`config.mk`:
```
export PLATFORM = sky130hd
export DESIGN_NAME = gcsn_back
export DESIGN_NICKNAME = d
export VERILOG_FILES = /design/src/hw/rtl/gcsn_pkg.sv /design/src/hw/rtl/gcsn_back.sv
export SDC_FILE = /design/constraint.sdc
export NUM_CORES = 1
export LEC_CHECK = 0
export ABC_AREA = 0
export BUFFER_PORTS_ARGS = -buffer_cell sky130_fd_sc_hd__clkbuf_2
export CORE_ASPECT_RATIO = 0.8
export CORE_MARGIN = 1
export CORE_UTILIZATION = 45
export DETAILED_ROUTE_END_ITERATION = 12
export PLACE_DENSITY_LB_ADDON = 0.25
export SYNTH_ARGS = -nofsm -noshare
export SYNTH_HDL_FRONTEND = slang
export SYNTH_SLANG_ARGS = --single-unit
```
`constraint.sdc`:
```
create_clock -name clk -period 6.38 [get_ports clk]
set_input_delay 1.276 -clock clk [delete_from_list [all_inputs] [get_ports clk]]
set_output_delay 1.276 -clock clk [all_outputs]
set_load 0.01 [all_outputs]
```
`src/hw/rtl/gcsn_pkg.sv`:
```
package gcsn_pkg;

  localparam int GHOSTS     = 2;
  localparam int FRAC_BITS  = 16;
  localparam int PROD_SHIFT = 2 * FRAC_BITS;
  // wide enough for the exact signed product and the integer slice above the shift
  localparam int PROD_W     = PROD_SHIFT + 33;
  localparam int PART_W     = 33 + 17;
  localparam int HALF_W     = 16;

  localparam int QDEPTH = 8;
  localparam int QIDX_W = $clog2(QDEPTH);
  localparam int QCNT_W = $clog2(QDEPTH + 1);

  localparam int NAXES   = 3;
  localparam int STAGES  = 5;
  localparam int ROW_W   = 13;
  localparam int NXY_W   = 2 * ROW_W;

  // register indexes
  localparam logic [2:0] REG_ORIGIN_X = 3'd0;
  localparam logic [2:0] REG_ORIGIN_Y = 3'd1;
  localparam logic [2:0] REG_ORIGIN_Z = 3'd2;
  localparam logic [2:0] REG_RECIP_X  = 3'd3;
  localparam logic [2:0] REG_RECIP_Y  = 3'd4;
  localparam logic [2:0] REG_RECIP_Z  = 3'd5;
  localparam logic [2:0] REG_ROW_X    = 3'd6;
  localparam logic [2:0] REG_ROW_Y    = 3'd7;

  // action codes
  localparam logic [1:0] ACT_CELL    = 2'd0;
  localparam logic [1:0] ACT_CORNERS = 2'd1;
  localparam logic [1:0] ACT_STENCIL = 2'd2;
  localparam logic [1:0] ACT_NONE    = 2'd3;

  typedef struct packed {
    logic [NAXES-1:0][31:0] origin;
    logic [NAXES-1:0][31:0] recip;
    logic [ROW_W-1:0]       nx;
    logic [NXY_W-1:0]       nxy;
  } cfg_t;

  typedef struct packed {
    logic [31:0] base;
    logic [1:0]  action;
  } qentry_t;

endpackage

```
`src/hw/rtl/gcsn_back.sv`:
```
module gcsn_back (
  input  logic               clk,
  input  logic               rst_n,
  input  gcsn_pkg::cfg_t     cfg,
  input  logic               q_empty,
  input  gcsn_pkg::qentry_t  q_head,
  output logic               pop,
  output logic               out_valid,
  input  logic               out_stall,
  output logic signed [31:0] out_node_id,
  output logic [4:0]         out_slot,
  output logic               out_last
);
  import gcsn_pkg::*;

  logic        busy_r;
  logic [31:0] base_r, offy_r, offz_r;
  logic [1:0]  lim_r, dx_r, dy_r, dz_r;
  logic [4:0]  slot_r;
  logic        ovalid_r;
  logic [31:0] oid_r;
  logic [4:0]  oslot_r;
  logic        olast_r;

  logic emit, is_last, load;

  assign emit    = busy_r && (!ovalid_r || !out_stall);
  assign is_last = (dx_r == lim_r) && (dy_r == lim_r) && (dz_r == lim_r);
  assign load    = (!busy_r || (emit && is_last)) && !q_empty;
  assign pop     = load;

  always_ff @(posedge clk) begin
    if (!rst_n) begin
      busy_r   <= 1'b0;
      ovalid_r <= 1'b0;
    end else begin
      if (load) begin
        busy_r <= 1'b1;
      end else if (emit && is_last) begin
        busy_r <= 1'b0;
      end
      if (emit) begin
        ovalid_r <= 1'b1;
      end else if (!out_stall) begin
        ovalid_r <= 1'b0;
      end
    end
  end

  // the action code doubles as the last offset on each axis
  always_ff @(posedge clk) begin
    if (load) begin
      base_r <= q_head.base;
      lim_r  <= q_head.action;
      dx_r   <= '0;
      dy_r   <= '0;
      dz_r   <= '0;
      offy_r <= '0;
      offz_r <= '0;
      slot_r <= '0;
    end else if (emit) begin
      slot_r <= 5'(slot_r + 1'b1);
      if (dx_r != lim_r) begin
        dx_r <= 2'(dx_r + 1'b1);
      end else begin
        dx_r <= '0;
        if (dy_r != lim_r) begin
          dy_r   <= 2'(dy_r + 1'b1);
          offy_r <= offy_r + 32'(cfg.nx);
        end else begin
          dy_r   <= '0;
          offy_r <= '0;
          dz_r   <= 2'(dz_r + 1'b1);
          offz_r <= offz_r + 32'(cfg.nxy);
        end
      end
    end
    if (emit) begin
      oid_r   <= base_r + 32'(dx_r) + offy_r + offz_r;
      oslot_r <= slot_r;
      olast_r <= is_last;
    end
  end

  assign out_valid   = ovalid_r;
  assign out_node_id = $signed(oid_r);
  assign out_slot    = oslot_r;
  assign out_last    = olast_r;

endmodule

```
==> results.json <==
{
  "synth_compound_area_share_pct": 17.6,
  "setup_tns_ns": 0,
  "worstPathArrival_ns": 4.75,
  "synth-seq-area-share_pct": 37.2,
  "synthXorXnorAreaFrac_pct": 7.75,
  "first_global_vias": 6834,
  "worst_setup_path_startpoint": "offy_r[1]",
  "grt_first_pass_wirelength_um": 36200,
  "timing.final.setup_violations": 0,
  "chipHeight_um": 135,
  "top_cell_type_s_share_of_synthesized_area_pct": 21.7,
  "regToRegEndpoint": "out_node_id[31]",
  "top_layer": "met4",
  "synth_edf_count": 72,
  "groute.usage.overall_pct": 20.8,
  "drv_cap": 0,
  "clock_insertion_delay_worst_skew_ns": 0.44,
  "detail_route.wirelength.met1_um": 12500,
  "worstMarginPinSlew_ns": 0.990,
  "drtPass1Iterations": 5,
  "ctsLongestPathBuffers": 2,
  "clock_sink_count": 149,
  "die_area_um2": 22700,
  "worst_setup_path_endpoint": "out_node_id[31]",
  "timing.reg2reg.setup_slack_ns": 1.79,
  "cts.root.buffer_cell": "sky130_fd_sc_hd__clkbuf_16",
  "antenna_violating_nets_post_route": 0,
  "io_pins": 309,
  "power_density_nw_per_um2": 255,
  "dominantRegCellSynth": "sky130_fd_sc_hd__dfxtp_1",
  "end_kind": "flip-flop",
  "areaGrowthSynthToFinish_pct": 14.8,
  "syn-cell-area_um2": 9940,
  "synth.area.mux_share_pct": 0.201,
  "grt_remaining_overflow": 0,
  "drt_drc_violations_left": 0,
  "avgRoutedWirePerCell_um": 16.2,
  "timing.clock.skew_ns": 0.0144,
  "drt-vias-per-instance": 5.26,
  "synth-adder-area-share_pct": 19.6,
  "layout.nets": 1540,
  "cts_inserted_buffers": 17,
  "fp-row-count": 48,
  "final_slew_viol_count": 0,
  "post-cts-setup-buffers": 0,
  "async_flop_share_pct": 0,
  "wl_met3_um": 1110,
  "initial_antenna_violation_count": 1,
  "fmax_mhz": 218,
  "largest_family_of_logic_cells_by_synthesized_area": "adder cells",
  "synth_area_leader": "sky130_fd_sc_hd__edfxtp_1",
  "route.vias.total": 7500,
  "tritoncts": "done",
  "vdd_drop_max_mv": 0.185,
  "r2r-start": "offy_r[1]",
  "synth.net_count": 1419,
  "post-route-min-period_ns": 4.59,
  "r2r.worst_path.cells": 15,
  "clk_transition_reported_paths_ns": 0.07,
  "ys.warnings.count": 0,
  "cts_hold_buf": 0,
  "htree_levels": 4,
  "post-place-cells": 1392,
  "final_critical_path_share_of_the_clock_period_pct": 71.9,
  "port-buffer-count": 116,
  "placedInstanceArea_um2": 10800,
  "synth_cell_types": 74,
  "final_design_instance_area_without_fill_um2": 11400,
  "core_region_area_um2": 21600,
  "syn-mean-instance-area_um2": 9.80,
  "routed_wire_length_um": 23100,
  "ys_top_cells_by_area": "sky130_fd_sc_hd__edfxtp_1 (22%), sky130_fd_sc_hd__dfxtp_1 (16%), sky130_fd_sc_hd__ha_1 (13%)",
  "startpoint_type": "flip-flop",
  "drt_first_iter_violations": 518,
  "postSynthRegisterBits": 149,
  "relSlewSlack_pct": 33.7,
  "initial_utilization_pct": 46.0,
  "path_class": "reg2reg",
  "layout-drive-gt1-share_pct": 16.2,
  "postSynthCellCount": 1015,
  "outcome": "finished, final reports clean",
  "grt_start_max_net_pins": 69,
  "met2WireLength_um": 9210,
  "critical_path.max_fanout": 4,
  "die_width_um": 168,
  "total_chip_power_uw": 2910,
  "hpwlAfterDp_um": 17900,
  "hold_violations": 0,
  "routability_driven_placement_congestion_ratio": 0.864,
  "ctsResizeCount": 0,
  "grt_setup_unrepaired": "no",
  "p_leak_uw": 0.00513,
  "timing.critical_path.required_ns": 6.54,
  "min_path_type": "reg2reg",
  "final_cells": 1425,
  "synth_simple_gate_area_share_pct": 11.8
}
[through the flow]
| stage | hold slack (ns) | setup WS (ns) | utilization, % |
|---|---|---|---|
| finish | 0.455 | 1.79 | 52.8 |
| global placement | 0.439 | 1.85 | 50.1 |
| global route | 0.470 | 1.61 | 52.8 |
| detailed placement | 0.441 | 1.86 | 50.1 |
| floorplan | 0.428 | 2.20 | - |
| CTS | 0.460 | 1.81 | 52.8 |
[sequential cells by signal (all words and copies together), names as in the netlist]
signal,cells
lim_r,2
out_slot,5
base_r,32
slot_r,5
busy_r,1
offz_r,32
dy_r,2
offy_r,32
out_valid,1
out_last,1
out_node_id,32
dx_r,2
dz_r,2
[worst max-delay path, cell delays in order, from the launching register on]
cell and delay, ns:
sky130_fd_sc_hd__dfxtp_1 0.42, sky130_fd_sc_hd__inv_1 0.09, sky130_fd_sc_hd__fa_1 0.50, sky130_fd_sc_hd__inv_1 0.05, sky130_fd_sc_hd__fa_1 0.45, sky130_fd_sc_hd__ha_1 0.23
sky130_fd_sc_hd__fa_1 0.51, sky130_fd_sc_hd__a211oi_2 0.31, sky130_fd_sc_hd__o21ai_2 0.15, sky130_fd_sc_hd__a2111oi_4 0.44, sky130_fd_sc_hd__nor3_2 0.12, sky130_fd_sc_hd__a2111oi_4 0.39
sky130_fd_sc_hd__o21bai_2 0.10, sky130_fd_sc_hd__a21oi_2 0.21, sky130_fd_sc_hd__o31a_1 0.23, sky130_fd_sc_hd__xnor2_1 0.12
[cell families after synthesis]
family | Yosys count
flops | 149
xor+xnor | 88
fa+ha+maj | 135
buf+inv | 151
mux | 2
simple gates | 244
compound gates | 246
[how the worst min path moves through the flow]
stage / startpoint / endpoint / slack [ns] / cells after the start
CTS: slot_r[4] / out_slot[4] / 0.46 / 0
detailed placement: slot_r[4] / out_slot[4] / 0.44 / 0
global placement: slot_r[4] / out_slot[4] / 0.44 / 0
global route: slot_r[4] / out_slot[4] / 0.47 / 0
finish: slot_r[4] / out_slot[4] / 0.45 / 0
floorplan: slot_r[4] / out_slot[4] / 0.43 / 0
[placed cells by master, fill, tap and decap left out, types with 9 or more instances in the layout]
master	n
sky130_fd_sc_hd__xnor2_1	66
sky130_fd_sc_hd__o21ai_0	29
sky130_fd_sc_hd__o21a_1	9
sky130_fd_sc_hd__inv_1	131
sky130_fd_sc_hd__a21oi_1	77
sky130_fd_sc_hd__a22o_1	12
sky130_fd_sc_hd__nand2_1	71
sky130_fd_sc_hd__xor2_1	22
sky130_fd_sc_hd__nor2b_1	10
sky130_fd_sc_hd__edfxtp_1	72
sky130_fd_sc_hd__fa_1	35
sky130_fd_sc_hd__and3_1	13
sky130_fd_sc_hd__a21o_1	20
sky130_fd_sc_hd__ha_1	100
sky130_fd_sc_hd__and2_1	10
sky130_fd_sc_hd__dfxtp_1	77
sky130_fd_sc_hd__nor3_1	14
sky130_fd_sc_hd__nor2_1	65
sky130_fd_sc_hd__clkbuf_16	17
sky130_fd_sc_hd__o21bai_1	13
sky130_fd_sc_hd__o21ai_1	12
sky130_fd_sc_hd__nand3_1	18
sky130_fd_sc_hd__clkbuf_2	116
[report_power, final]
group	internal (uW)	leakage (uW)	total (uW)	switching (uW)
clock network	556	0.000288	1030	469
logic	297	0.00354	724	427
registers	1110	0.00131	1170	53.6
[layout make-up]
| type | count | area (um2) |
|---|---|---|
| sequential | 149 | 3700 |
| clock inverter | 15 | 158 |
| inverter | 132 | 495 |
| multi-input combinational | 715 | 5670 |
| antenna | 1 | 2.50 |
| fill | 1972 | 10200 |
| clock buffer | 17 | 425 |
| tap | 275 | 344 |
| timing repair buffer | 121 | 618 |
[layer usage]
metal	vias to the layer above	global-route usage, %
met5	-	0
met4	0	5.40
met1	3478	32.5
met2	201	28.9
li1	3802	-
met3	19	4.04
[cell usage after synthesis (3+ instances only)]
cell,count
sky130_fd_sc_hd__nor3b_1,5
sky130_fd_sc_hd__xor2_1,22
sky130_fd_sc_hd__or3_1,4
sky130_fd_sc_hd__a21boi_0,5
sky130_fd_sc_hd__clkbuf_1,14
sky130_fd_sc_hd__and2_1,11
sky130_fd_sc_hd__nor4_1,4
sky130_fd_sc_hd__or4_1,4
sky130_fd_sc_hd__fa_1,35
sky130_fd_sc_hd__o211ai_1,4
sky130_fd_sc_hd__or2_2,4
sky130_fd_sc_hd__nor2_1,65
sky130_fd_sc_hd__nand4_1,8
sky130_fd_sc_hd__buf_2,4
sky130_fd_sc_hd__dfxtp_1,77
sky130_fd_sc_hd__xnor2_1,66
sky130_fd_sc_hd__nand3_1,18
sky130_fd_sc_hd__a41o_1,3
sky130_fd_sc_hd__and4_1,3
sky130_fd_sc_hd__nor2b_1,10
sky130_fd_sc_hd__nand2_1,71
sky130_fd_sc_hd__o21ai_0,29
sky130_fd_sc_hd__ha_1,100
sky130_fd_sc_hd__o21ai_1,12
sky130_fd_sc_hd__o31a_1,3
sky130_fd_sc_hd__nor3_1,15
sky130_fd_sc_hd__a21o_1,20
sky130_fd_sc_hd__and3_1,13
sky130_fd_sc_hd__a21oi_1,77
sky130_fd_sc_hd__o31ai_1,6
sky130_fd_sc_hd__nand2b_1,6
sky130_fd_sc_hd__o21ai_2,4
sky130_fd_sc_hd__a211oi_1,8
sky130_fd_sc_hd__a21oi_2,4
sky130_fd_sc_hd__a22o_1,12
sky130_fd_sc_hd__edfxtp_1,72
sky130_fd_sc_hd__inv_1,131
sky130_fd_sc_hd__o21bai_1,13
sky130_fd_sc_hd__o21a_1,9
sky130_fd_sc_hd__a211o_1,3
Note: power is estimated with default switching activity, not from simulation.
