$ cat config.mk
export PLATFORM = sky130hd
export DESIGN_NAME = gcsn_queue
export DESIGN_NICKNAME = d
export VERILOG_FILES = /design/src/hw/rtl/gcsn_pkg.sv /design/src/hw/rtl/gcsn_queue.sv
export SDC_FILE = /design/constraint.sdc
export NUM_CORES = 1
export LEC_CHECK = 0
export BUFFER_PORTS_ARGS = -buffer_cell sky130_fd_sc_hd__buf_2
export CORE_MARGIN = 3
export CORE_UTILIZATION = 35
export DETAILED_ROUTE_END_ITERATION = 7
export PLACE_DENSITY = 0.54
export REMOVE_ABC_BUFFERS = 1
export SYNTH_ARGS = -nofsm -noshare
export SYNTH_HDL_FRONTEND = slang
export SYNTH_SLANG_ARGS = --single-unit
$ cat constraint.sdc
create_clock -name clk -period 4.3 [get_ports clk]
set_input_delay 0.43 -clock clk [delete_from_list [all_inputs] [get_ports clk]]
set_output_delay 0.43 -clock clk [all_outputs]
set_load 0.1 [all_outputs]
$ cat src/hw/rtl/gcsn_pkg.sv
package gcsn_pkg;

  localparam int GHOSTS     = 2;
  localparam int FRAC_BITS  = 16;
  localparam int PROD_SHIFT = 2 * FRAC_BITS;
  // wide enough for the exact signed product and the integer slice above the shift
  localparam int PROD_W     = PROD_SHIFT + 33;
  localparam int PART_W     = 33 + 17;
  localparam int HALF_W     = 16;

  localparam int QDEPTH = 8;
  localparam int QIDX_W = $clog2(QDEPTH);
  localparam int QCNT_W = $clog2(QDEPTH + 1);

  localparam int NAXES   = 3;
  localparam int STAGES  = 5;
  localparam int ROW_W   = 13;
  localparam int NXY_W   = 2 * ROW_W;

  // register indexes
  localparam logic [2:0] REG_ORIGIN_X = 3'd0;
  localparam logic [2:0] REG_ORIGIN_Y = 3'd1;
  localparam logic [2:0] REG_ORIGIN_Z = 3'd2;
  localparam logic [2:0] REG_RECIP_X  = 3'd3;
  localparam logic [2:0] REG_RECIP_Y  = 3'd4;
  localparam logic [2:0] REG_RECIP_Z  = 3'd5;
  localparam logic [2:0] REG_ROW_X    = 3'd6;
  localparam logic [2:0] REG_ROW_Y    = 3'd7;

  // action codes
  localparam logic [1:0] ACT_CELL    = 2'd0;
  localparam logic [1:0] ACT_CORNERS = 2'd1;
  localparam logic [1:0] ACT_STENCIL = 2'd2;
  localparam logic [1:0] ACT_NONE    = 2'd3;

  typedef struct packed {
    logic [NAXES-1:0][31:0] origin;
    logic [NAXES-1:0][31:0] recip;
    logic [ROW_W-1:0]       nx;
    logic [NXY_W-1:0]       nxy;
  } cfg_t;

  typedef struct packed {
    logic [31:0] base;
    logic [1:0]  action;
  } qentry_t;

endpackage

$ cat src/hw/rtl/gcsn_queue.sv
module gcsn_queue (
  input  logic                        clk,
  input  logic                        rst_n,
  input  logic                        push,
  input  gcsn_pkg::qentry_t           push_entry,
  input  logic                        pop,
  output gcsn_pkg::qentry_t           head,
  output logic                        empty,
  output logic [gcsn_pkg::QCNT_W-1:0] count
);
  import gcsn_pkg::*;

  qentry_t             mem_r [QDEPTH];
  logic [QIDX_W-1:0]   wr_r, rd_r;
  logic [QCNT_W-1:0]   cnt_r;

  always_ff @(posedge clk) begin
    if (!rst_n) begin
      wr_r  <= '0;
      rd_r  <= '0;
      cnt_r <= '0;
    end else begin
      if (push) begin
        wr_r <= QIDX_W'(wr_r + 1'b1);
      end
      if (pop) begin
        rd_r <= QIDX_W'(rd_r + 1'b1);
      end
      cnt_r <= QCNT_W'(cnt_r + QCNT_W'(push) - QCNT_W'(pop));
    end
  end

  always_ff @(posedge clk) begin
    if (push) begin
      mem_r[wr_r] <= push_entry;
    end
  end

  assign head  = mem_r[rd_r];
  assign empty = (cnt_r == '0);
  assign count = cnt_r;

endmodule

==> results of run 1 <==
==> power groups by stage <==
stage	clock network, µW	registers (µW)	logic, µW
2_1_floorplan	0	3340	745
3_3_place_gp	0	3240	1040
6_report	2340	3190	1040
4_1_cts	2410	3190	1060
5_1_grt	2520	3190	1100
3_5_place_dp	0	3250	1060
==> layer usage <==
metal | vias to the layer above | part of all wire [%] | GRT usage (%)
li1 | 2126 | - | -
met1 | 2579 | 46 | 17.9
met2 | 119 | 46 | 20.4
met3 | 44 | 5.4 | 3.29
met4 | 10 | 2.0 | 3.14
met5 | - | 0.30 | 0
==> registers in the layout, summed over array words and instances (netlist names), named ones only <==
signal,flops
mem_r,272
count,4
rd_r,3
wr_r,3
==> cells in the final DEF (no fill, tap or decap), types with 8 or more instances in the layout <==
master / n
buf_2: 76
clkinv_2: 8
clkbuf_16: 29
edfxtp_1: 272
mux2_4: 20
mux4_2: 59
mux2_2: 14
mux4_1: 9
dfxtp_1: 10
buf_4: 11
==> cell type report <==
| class | count | area share [%] |
|---|---|---|
| inverters | 7 | 0.206 |
| repair buffers | 88 | 3.79 |
| multi-input cells | 148 | 19.0 |
| well taps | 396 | 3.89 |
| clock inverters | 16 | 1.04 |
| flip-flops and latches | 285 | 66.2 |
| diodes | 1 | 0.0196 |
| clock buffers | 35 | 5.87 |
==> how the worst min path moves through the flow <==
stage | start | to | slack [ps] | cells past startpoint
after global placement | rd_r[1]$_SDFFE_PN0P_ | flop | 530 | 2
final | push_entry[23] | mem_r[3][23]$_DFFE_PP_ | 160 | 1
after global routing | push_entry[32] | mem_r[4][32]$_DFFE_PP_ | 150 | 1
after floorplan | rd_r[1]$_SDFFE_PN0P_ | flop | 510 | 2
after detailed placement | rd_r[1]$_SDFFE_PN0P_ | flop | 560 | 2
after CTS | push_entry[12] | mem_r[2][12]$_DFFE_PP_ | 140 | 1
==> stage by stage <==
stage / hold WS, ps / setup WS, ps
after CTS: 140 / 896
after global placement: 533 / 1510
final: 164 / 998
after detailed placement: 561 / 1470
after floorplan: 512 / -85.0
after global routing: 152 / 800
==> cell families (layout without fill, tap and decap cells) <==
family          after synthesis  after routing  share of synthesized area (%)
flops                       285            285                           76.9
fa+ha+maj                     8              8                          0.981
other cells                   0              1                              0
compound gates                2              2                          0.114
mux                         105            105                           18.7
buf+inv                      28            146                           1.59
xor+xnor                      5              5                          0.399
simple gates                 28             28                           1.32
==> cells in the mapped netlist <==
library cell / n
mux4_1: 9
nand2_1: 5
xor2_1: 2
buf_2: 7
ha_1: 7
mux2_4: 20
nand2b_1: 4
fa_1: 1
mux4_2: 59
a21o_1: 1
nor3_1: 2
nor2b_1: 3
nor2_1: 6
a21oi_1: 1
and3_1: 1
dfxtp_1: 13
mux2i_1: 3
edfxtp_1: 272
mux2_2: 14
buf_6: 1
clkbuf_4: 1
buf_12: 3
clkbuf_1: 9
xnor2_1: 3
inv_1: 7
and2_1: 7
==> impl_metrics.json, run 1 <==
{
  "r2r_cells": 3,
  "leakage_uw": 0.00416,
  "htreeDepth": 1,
  "worst-path-buf-inv": 2,
  "drt_iter0_drc": 306,
  "fin_util_pct": 41.4,
  "cts_tree": "done",
  "port_buffers": 76,
  "place.gp.congestion": 0.710,
  "chipWidth_um": 183,
  "ys_seq_area_share_pct": 76.9,
  "yosys_warnings": 0,
  "cp_cell_sequence": "buf_4 -> mux4_2 -> mux2_2 -> buf_2",
  "wl_um": 21700,
  "cts.sinks": 285,
  "worstSetupEndpoint": "head[4]",
  "slowest_delay_ps": 730,
  "critPathCaptureType": "output pin",
  "viasPerCell": 5.00,
  "path_class": "flop to output pin",
  "finalCritPeriodShare_pct": 76.8,
  "worstPathArrival_ps": 2870,
  "p_switching_uw": 1810,
  "placed_cells": 924,
  "die_area_um2": 33500,
  "netSwitchingFraction_pct": 27.5,
  "place_area_um2": 11900,
  "rsz0062_at_grt": "no",
  "rows": 64,
  "core-area_um2": 30700,
  "drive_above_1_share_pct": 40.2,
  "first_global_vias": 5267,
  "postRouteAntennaNets": 0,
  "die_h_um": 183,
  "synth.area.top_cells": "edfxtp_1, mux4_2, mux2_4",
  "p_int_uw": 4760,
  "cts_setup_buffers": 0,
  "hold_path_class": "input pin to flop",
  "skew_ps": 10.7,
  "p_seq_share_pct": 48.5,
  "insertion_delay_ps": 530,
  "grt_max_degree": 69,
  "reg2reg_slack_ps": 2140,
  "setup-tns-final_ps": 0,
  "wl_per_cell_um": 22.2,
  "fin_cells": 976,
  "p_clk_share_pct": 35.7,
  "p_total_uw": 6570,
  "netlist.top_cell.by_area": "edfxtp_1",
  "slew_headroom_pct": 30.6,
  "r2r-end": "mem_r[7][33]$_DFFE_PP_",
  "antenna_found_initial": 5,
  "via_count": 4878,
  "syn_inst": 461,
  "syn_to_final_growth_pct": 16.2,
  "status": "completed",
  "yosysTopAreaCellShare_pct": 74.5,
  "layout_min_cycle_time_ps": 3300,
  "setup_viol": 0,
  "grt_first_pass_wirelength_um": 32300,
  "first_pass_iters": 4,
  "cap_viol_max_count": 0,
  "cts_buffers": 29,
  "io_pins": 77,
  "cts-root-buf": "clkbuf_16",
  "cts_buffer_depth": 3,
  "worstPathMaxFanout": 29,
  "ctsHoldBuffers": 0,
  "worstSetupStartpointType": "flop",
  "clk_pin_slew_ps": 60,
  "ir_drop_uv": 372,
  "avgSynthCellArea_um2": 23.8,
  "drcViolationCount": 0,
  "num-fill-cells": 2695,
  "worst_slew_pin_slew_ps": 1040,
  "track_usage_pct": 12.8,
  "finalHoldViolations": 0,
  "fin_nets": 605,
  "start_util_pct": 35.7,
  "p_per_area_nw_per_um2": 516,
  "cp_top_family": "multiplexers",
  "critical_path_depth": 4,
  "ys_ff_latch": 285,
  "crit_slowest_cell": "dfxtp_4",
  "worstReg2RegStart": "wr_r[0]$_SDFFE_PN0P_",
  "ff_latch_area_um2": 8440,
  "fin_area_um2": 12700,
  "grt-ovfl-total": 0,
  "hpwl_um": 12000,
  "combPwrFrac_pct": 15.9,
  "fmax_mhz": 303,
  "drv_slew": 0,
  "synthDistinctLibCells": 26,
  "cts-resized-gates": 0,
  "worst-endpoint-required_ps": 3870,
  "synth_area_um2": 11000,
  "multi_input_area_um2": 2420
}
(Power assumes the default switching activity.)
==> inputs of run 2 (changes only) <==
clock period = 3.2 ns   (was 4.3 ns; I/O delays follow)
==> impl_metrics.json, run 2 (synthesis gave the netlist of run 1 again) <==
{
  "status": "completed",
  "top_register": "mem_r",
  "cts-root-buf": "clkbuf_16",
  "grt-ovfl-total": 0,
  "viasPerCell": 4.92,
  "insertion_delay_ps": 540,
  "clk_pin_slew_ps": 60,
  "via_count": 4858,
  "fin_nets": 612,
  "grt.met2_usage_pct": 21.0,
  "grt_first_pass_wirelength_um": 31900,
  "track_usage_pct": 12.6,
  "cts_buffers": 30,
  "mostFrequentLayoutCells": "edfxtp_1, buf_2, mux4_2, clkbuf_16, mux2_4",
  "rsz0062_at_grt": "no",
  "slew_headroom_pct": 56.6,
  "critPathCaptureType": "output pin",
  "worst-endpoint-required_ps": 2880,
  "leakage_uw": 0.00422,
  "hpwl_um": 12200,
  "path_class": "flop to output pin",
  "core-area_um2": 30700,
  "wl_per_cell_um": 21.2,
  "cts_tree": "done",
  "use_met1_pct": 17.1,
  "place_area_um2": 12000,
  "largest_reg_flops": 272,
  "fin_area_um2": 12900,
  "syn_to_final_growth_pct": 17.8,
  "mostFrequentLayoutCell": "edfxtp_1",
  "grt_max_degree": 40,
  "place.gp.congestion": 0.676,
  "drt_iter0_drc": 374,
  "first_pass_iters": 4,
  "worst_slew_pin_slew_ps": 650,
  "postRouteAntennaNets": 0,
  "drcViolationCount": 0,
  "port_buffers": 76,
  "die_area_um2": 33500,
  "skew_ps": 9.03,
  "die_h_um": 183,
  "chipWidth_um": 183,
  "worstPathArrival_ps": 2620,
  "drv_slew": 0,
  "finalCritPeriodShare_pct": 91.8,
  "antenna_found_initial": 5,
  "rows": 64,
  "worstPathMaxFanout": 27,
  "fmax_mhz": 340,
  "start_util_pct": 35.7,
  "cts.sinks": 285,
  "layout_min_cycle_time_ps": 2940,
  "worstSetupStartpointType": "flop",
  "p_per_area_nw_per_um2": 696,
  "grt_most_used_layer": "met2",
  "setup-tns-final_ps": 0,
  "ctsHoldBuffers": 0,
  "placed_cells": 930,
  "wl_um": 21000,
  "cap_viol_max_count": 0,
  "cts_setup_buffers": 0,
  "hold_path_class": "input pin to flop",
  "ir_drop_uv": 754,
  "fin_hold_ws_ps": 35.4,
  "fin_cells": 987,
  "drive_above_1_share_pct": 40.8,
  "io_pins": 77,
  "cts_buffer_depth": 3,
  "use_met3_pct": 2.74,
  "setup_viol": 0,
  "finalHoldViolations": 0,
  "cts-resized-gates": 0,
  "htreeDepth": 1,
  "first_global_vias": 5293
}
==> run 2: cell count changes in the layout (fill, tap and decap cells not counted), sizes merged <==
cell	delta
clkinvlp	+3
clkinv	+3
inv	-2
bufinv	+1
buf	+6
==> run 2: final cells by class <==
type | count | area (µm²)
Timing Repair Buffer | 94 | 578
Clock inverter | 21 | 189
Tap cell | 396 | 495
Clock buffer | 35 | 769
Fill cell | 2679 | 17800
Sequential cell | 285 | 8440
Multi-Input combinational cell | 148 | 2420
Inverter | 7 | 26.3
Antenna cell | 1 | 2.50
==> run 2: report_power, final <==
group | switching (µW) | internal [µW] | total (µW) | leakage [µW]
sequential | 52.1 | 4200 | 4250 | 0.00258
clock | 1350 | 1960 | 3310 | 0.000461
combinational | 1040 | 391 | 1430 | 0.00118
total | 2440 | 6550 | 8990 | 0.00422
==> run 2: worst max-delay path: stages (launching register included) <==
cell and delay, ps:
dfxtp_4 590, buf_12 300, mux4_2 530, mux2_2 320
buf_2 310
==> run 2: per-stage QoR <==
step | util [%] | setup slack [ps] | power (µW)
CTS | 42.0 | 183 | 9110
detailed placement | 38.9 | 771 | 5790
floorplan | - | -1080 | 5490
finish | 42.0 | 263 | 8990
global route | 42.0 | 107 | 9320
global placement | 38.9 | 800 | 5770
==> run 2: worst paths after layout <==
kind	depth (start not counted)	startpoint	end	slack, ps
setup / recovery	4	flop	head[6]	260
hold / removal	1	push_entry[7]	mem_r[4][7]$_DFFE_PP_	40
setup reg to reg	3	wr_r[0]$_SDFFE_PN0P_	mem_r[1][26]$_DFFE_PP_	1380
hold reg to reg	2	rd_r[1]$_SDFFE_PN0P_	flop	550
==> run 2: metal layers <==
layer | up-vias | routed length [µm]
met4 | 8 | 374
met3 | 40 | 985
met1 | 2568 | 9210
met2 | 101 | 10300
met5 | - | 55
li1 | 2141 | -
==> inputs of run 3 (changes only) <==
CELL_PAD_IN_SITES_DETAIL_PLACEMENT = 1   (was default)
CELL_PAD_IN_SITES_GLOBAL_PLACEMENT = 2   (was default)
PLACE_DENSITY = 0.64   (was 0.54)
==> impl_metrics.json, run 3 (synthesis gave the netlist of run 1 again) <==
{
  "p_per_area_nw_per_um2": 707,
  "worst-endpoint-required_ps": 2880,
  "cts_buffer_depth": 3,
  "fin_nets": 607,
  "drt_iter0_drc": 460,
  "drive_above_1_share_pct": 39.9,
  "mostFrequentLayoutCell": "edfxtp_1",
  "htreeDepth": 1,
  "grt_max_degree": 41,
  "worst_slew_pin_slew_ps": 654,
  "top_register": "mem_r",
  "clk_pin_slew_ps": 60,
  "num-fill-cells": 2895,
  "core-area_um2": 30700,
  "chipWidth_um": 183,
  "layout_min_cycle_time_ps": 2990,
  "largest_reg_flops": 272,
  "worstPathArrival_ps": 2670,
  "die_h_um": 183,
  "cts_tree": "done",
  "cts-resized-gates": 0,
  "setup-tns-final_ps": 0,
  "fmax_mhz": 335,
  "rows": 64,
  "syn_to_final_growth_pct": 18.0,
  "antennaDiodeCount": 0,
  "finalCritPeriodShare_pct": 93.3,
  "hpwl_um": 12200,
  "fin_hold_ws_ps": 51.0,
  "port_buffers": 76,
  "insertion_delay_ps": 540,
  "wl_um": 22200,
  "postRouteAntennaNets": 0,
  "crit_slowest_cell": "dfxtp_4",
  "cts_setup_buffers": 0,
  "io_pins": 77,
  "cts.sinks": 285,
  "track_usage_pct": 13.3,
  "grt-ovfl-total": 0,
  "path_class": "flop to output pin",
  "cts-root-buf": "clkbuf_16",
  "ctsHoldBuffers": 0,
  "ir_drop_uv": 435,
  "finalHoldViolations": 0,
  "die_area_um2": 33500,
  "mostFrequentLayoutCells": "edfxtp_1, buf_2, mux4_2, clkbuf_16, mux2_4",
  "rsz0062_at_grt": "no",
  "via_count": 4898,
  "slew_headroom_pct": 56.3,
  "cp_top_family": "multiplexers",
  "worstSetupStartpointType": "flop",
  "drcViolationCount": 0,
  "worst-path-buf-inv": 2,
  "cp_cell_sequence": "buf_12 -> mux4_1 -> mux2_4 -> buf_2",
  "skew_ps": 10.7,
  "status": "completed",
  "hold_path_class": "input pin to flop",
  "worstPathMaxFanout": 29,
  "first_global_vias": 5473,
  "first_pass_iters": 6,
  "viasPerCell": 5.00,
  "setup_viol": 0,
  "slowest_delay_ps": 610,
  "drv_slew": 0,
  "critPathCaptureType": "output pin",
  "cap_viol_max_count": 0,
  "start_util_pct": 35.7,
  "p_total_uw": 9150,
  "antenna_found_initial": 2,
  "leakage_uw": 0.00422,
  "wl_per_cell_um": 22.7,
  "grt_first_pass_wirelength_um": 33600,
  "cts_buffers": 30,
  "place.gp.congestion": 0.698
}
-- run 3: changes by cell type in the layout (fill, tap and decap cells not counted), moves of 3 or more --
cell / previous run / this run
clkinv_2: 6 / 3
buf_4: 13 / 5
clkinv_1: 8 / 2
clkbuf_1: 5 / 13
clkinvlp_4: 3 / 0
buf_12: 5 / 8
-- run 3: final timing paths --
kind,from,end,slack [ps],cells past startpoint
setup / recovery,flop,head[30],210,4
hold / removal,push_entry[13],mem_r[2][13]$_DFFE_PP_,50,1
setup reg to reg,wr_r[1]$_SDFFE_PN0P_,mem_r[6][26]$_DFFE_PP_,1370,3
hold reg to reg,rd_r[1]$_SDFFE_PN0P_,flop,540,2
-- run 3: power breakdown --
group	switching (µW)	total, µW	internal, µW
combinational	1050	1440	390
sequential	54.2	4260	4200
clock	1350	3450	2100
-- run 3: final cells by class --
| cell class | instances | area, µm² | area share, % |
|---|---|---|---|
| clock buffer | 44 | 825 | 6.37 |
| clock inverter | 11 | 160 | 1.24 |
| inverter | 7 | 26.3 | 0.203 |
| multi-input combinational | 148 | 2420 | 18.7 |
| sequential | 285 | 8440 | 65.2 |
| tap | 396 | 495 | 3.83 |
| timing repair buffer | 89 | 578 | 4.47 |
-- run 3: per-stage QoR --
stage | area, µm² | std cells | util [%] | worst slack (ps)
after global placement | 12000 | 925 | 38.9 | 760
after global routing | 12900 | 980 | 42.1 | 38.9
after detailed placement | 12000 | 925 | 38.9 | 721
after floorplan | 10800 | 440 | - | -1080
final | 12900 | 980 | 42.1 | 213
after CTS | 12900 | 980 | 42.1 | 129
-- run 3: layer usage --
metal | part of all wire [%] | vias up | global-route usage (%)
li1 | - | 2130 | -
met1 | 43 | 2612 | 17.5
met2 | 50 | 114 | 22.6
met3 | 5.1 | 38 | 3.05
met4 | 1.7 | 4 | 3.44
met5 | 0.12 | - | 0
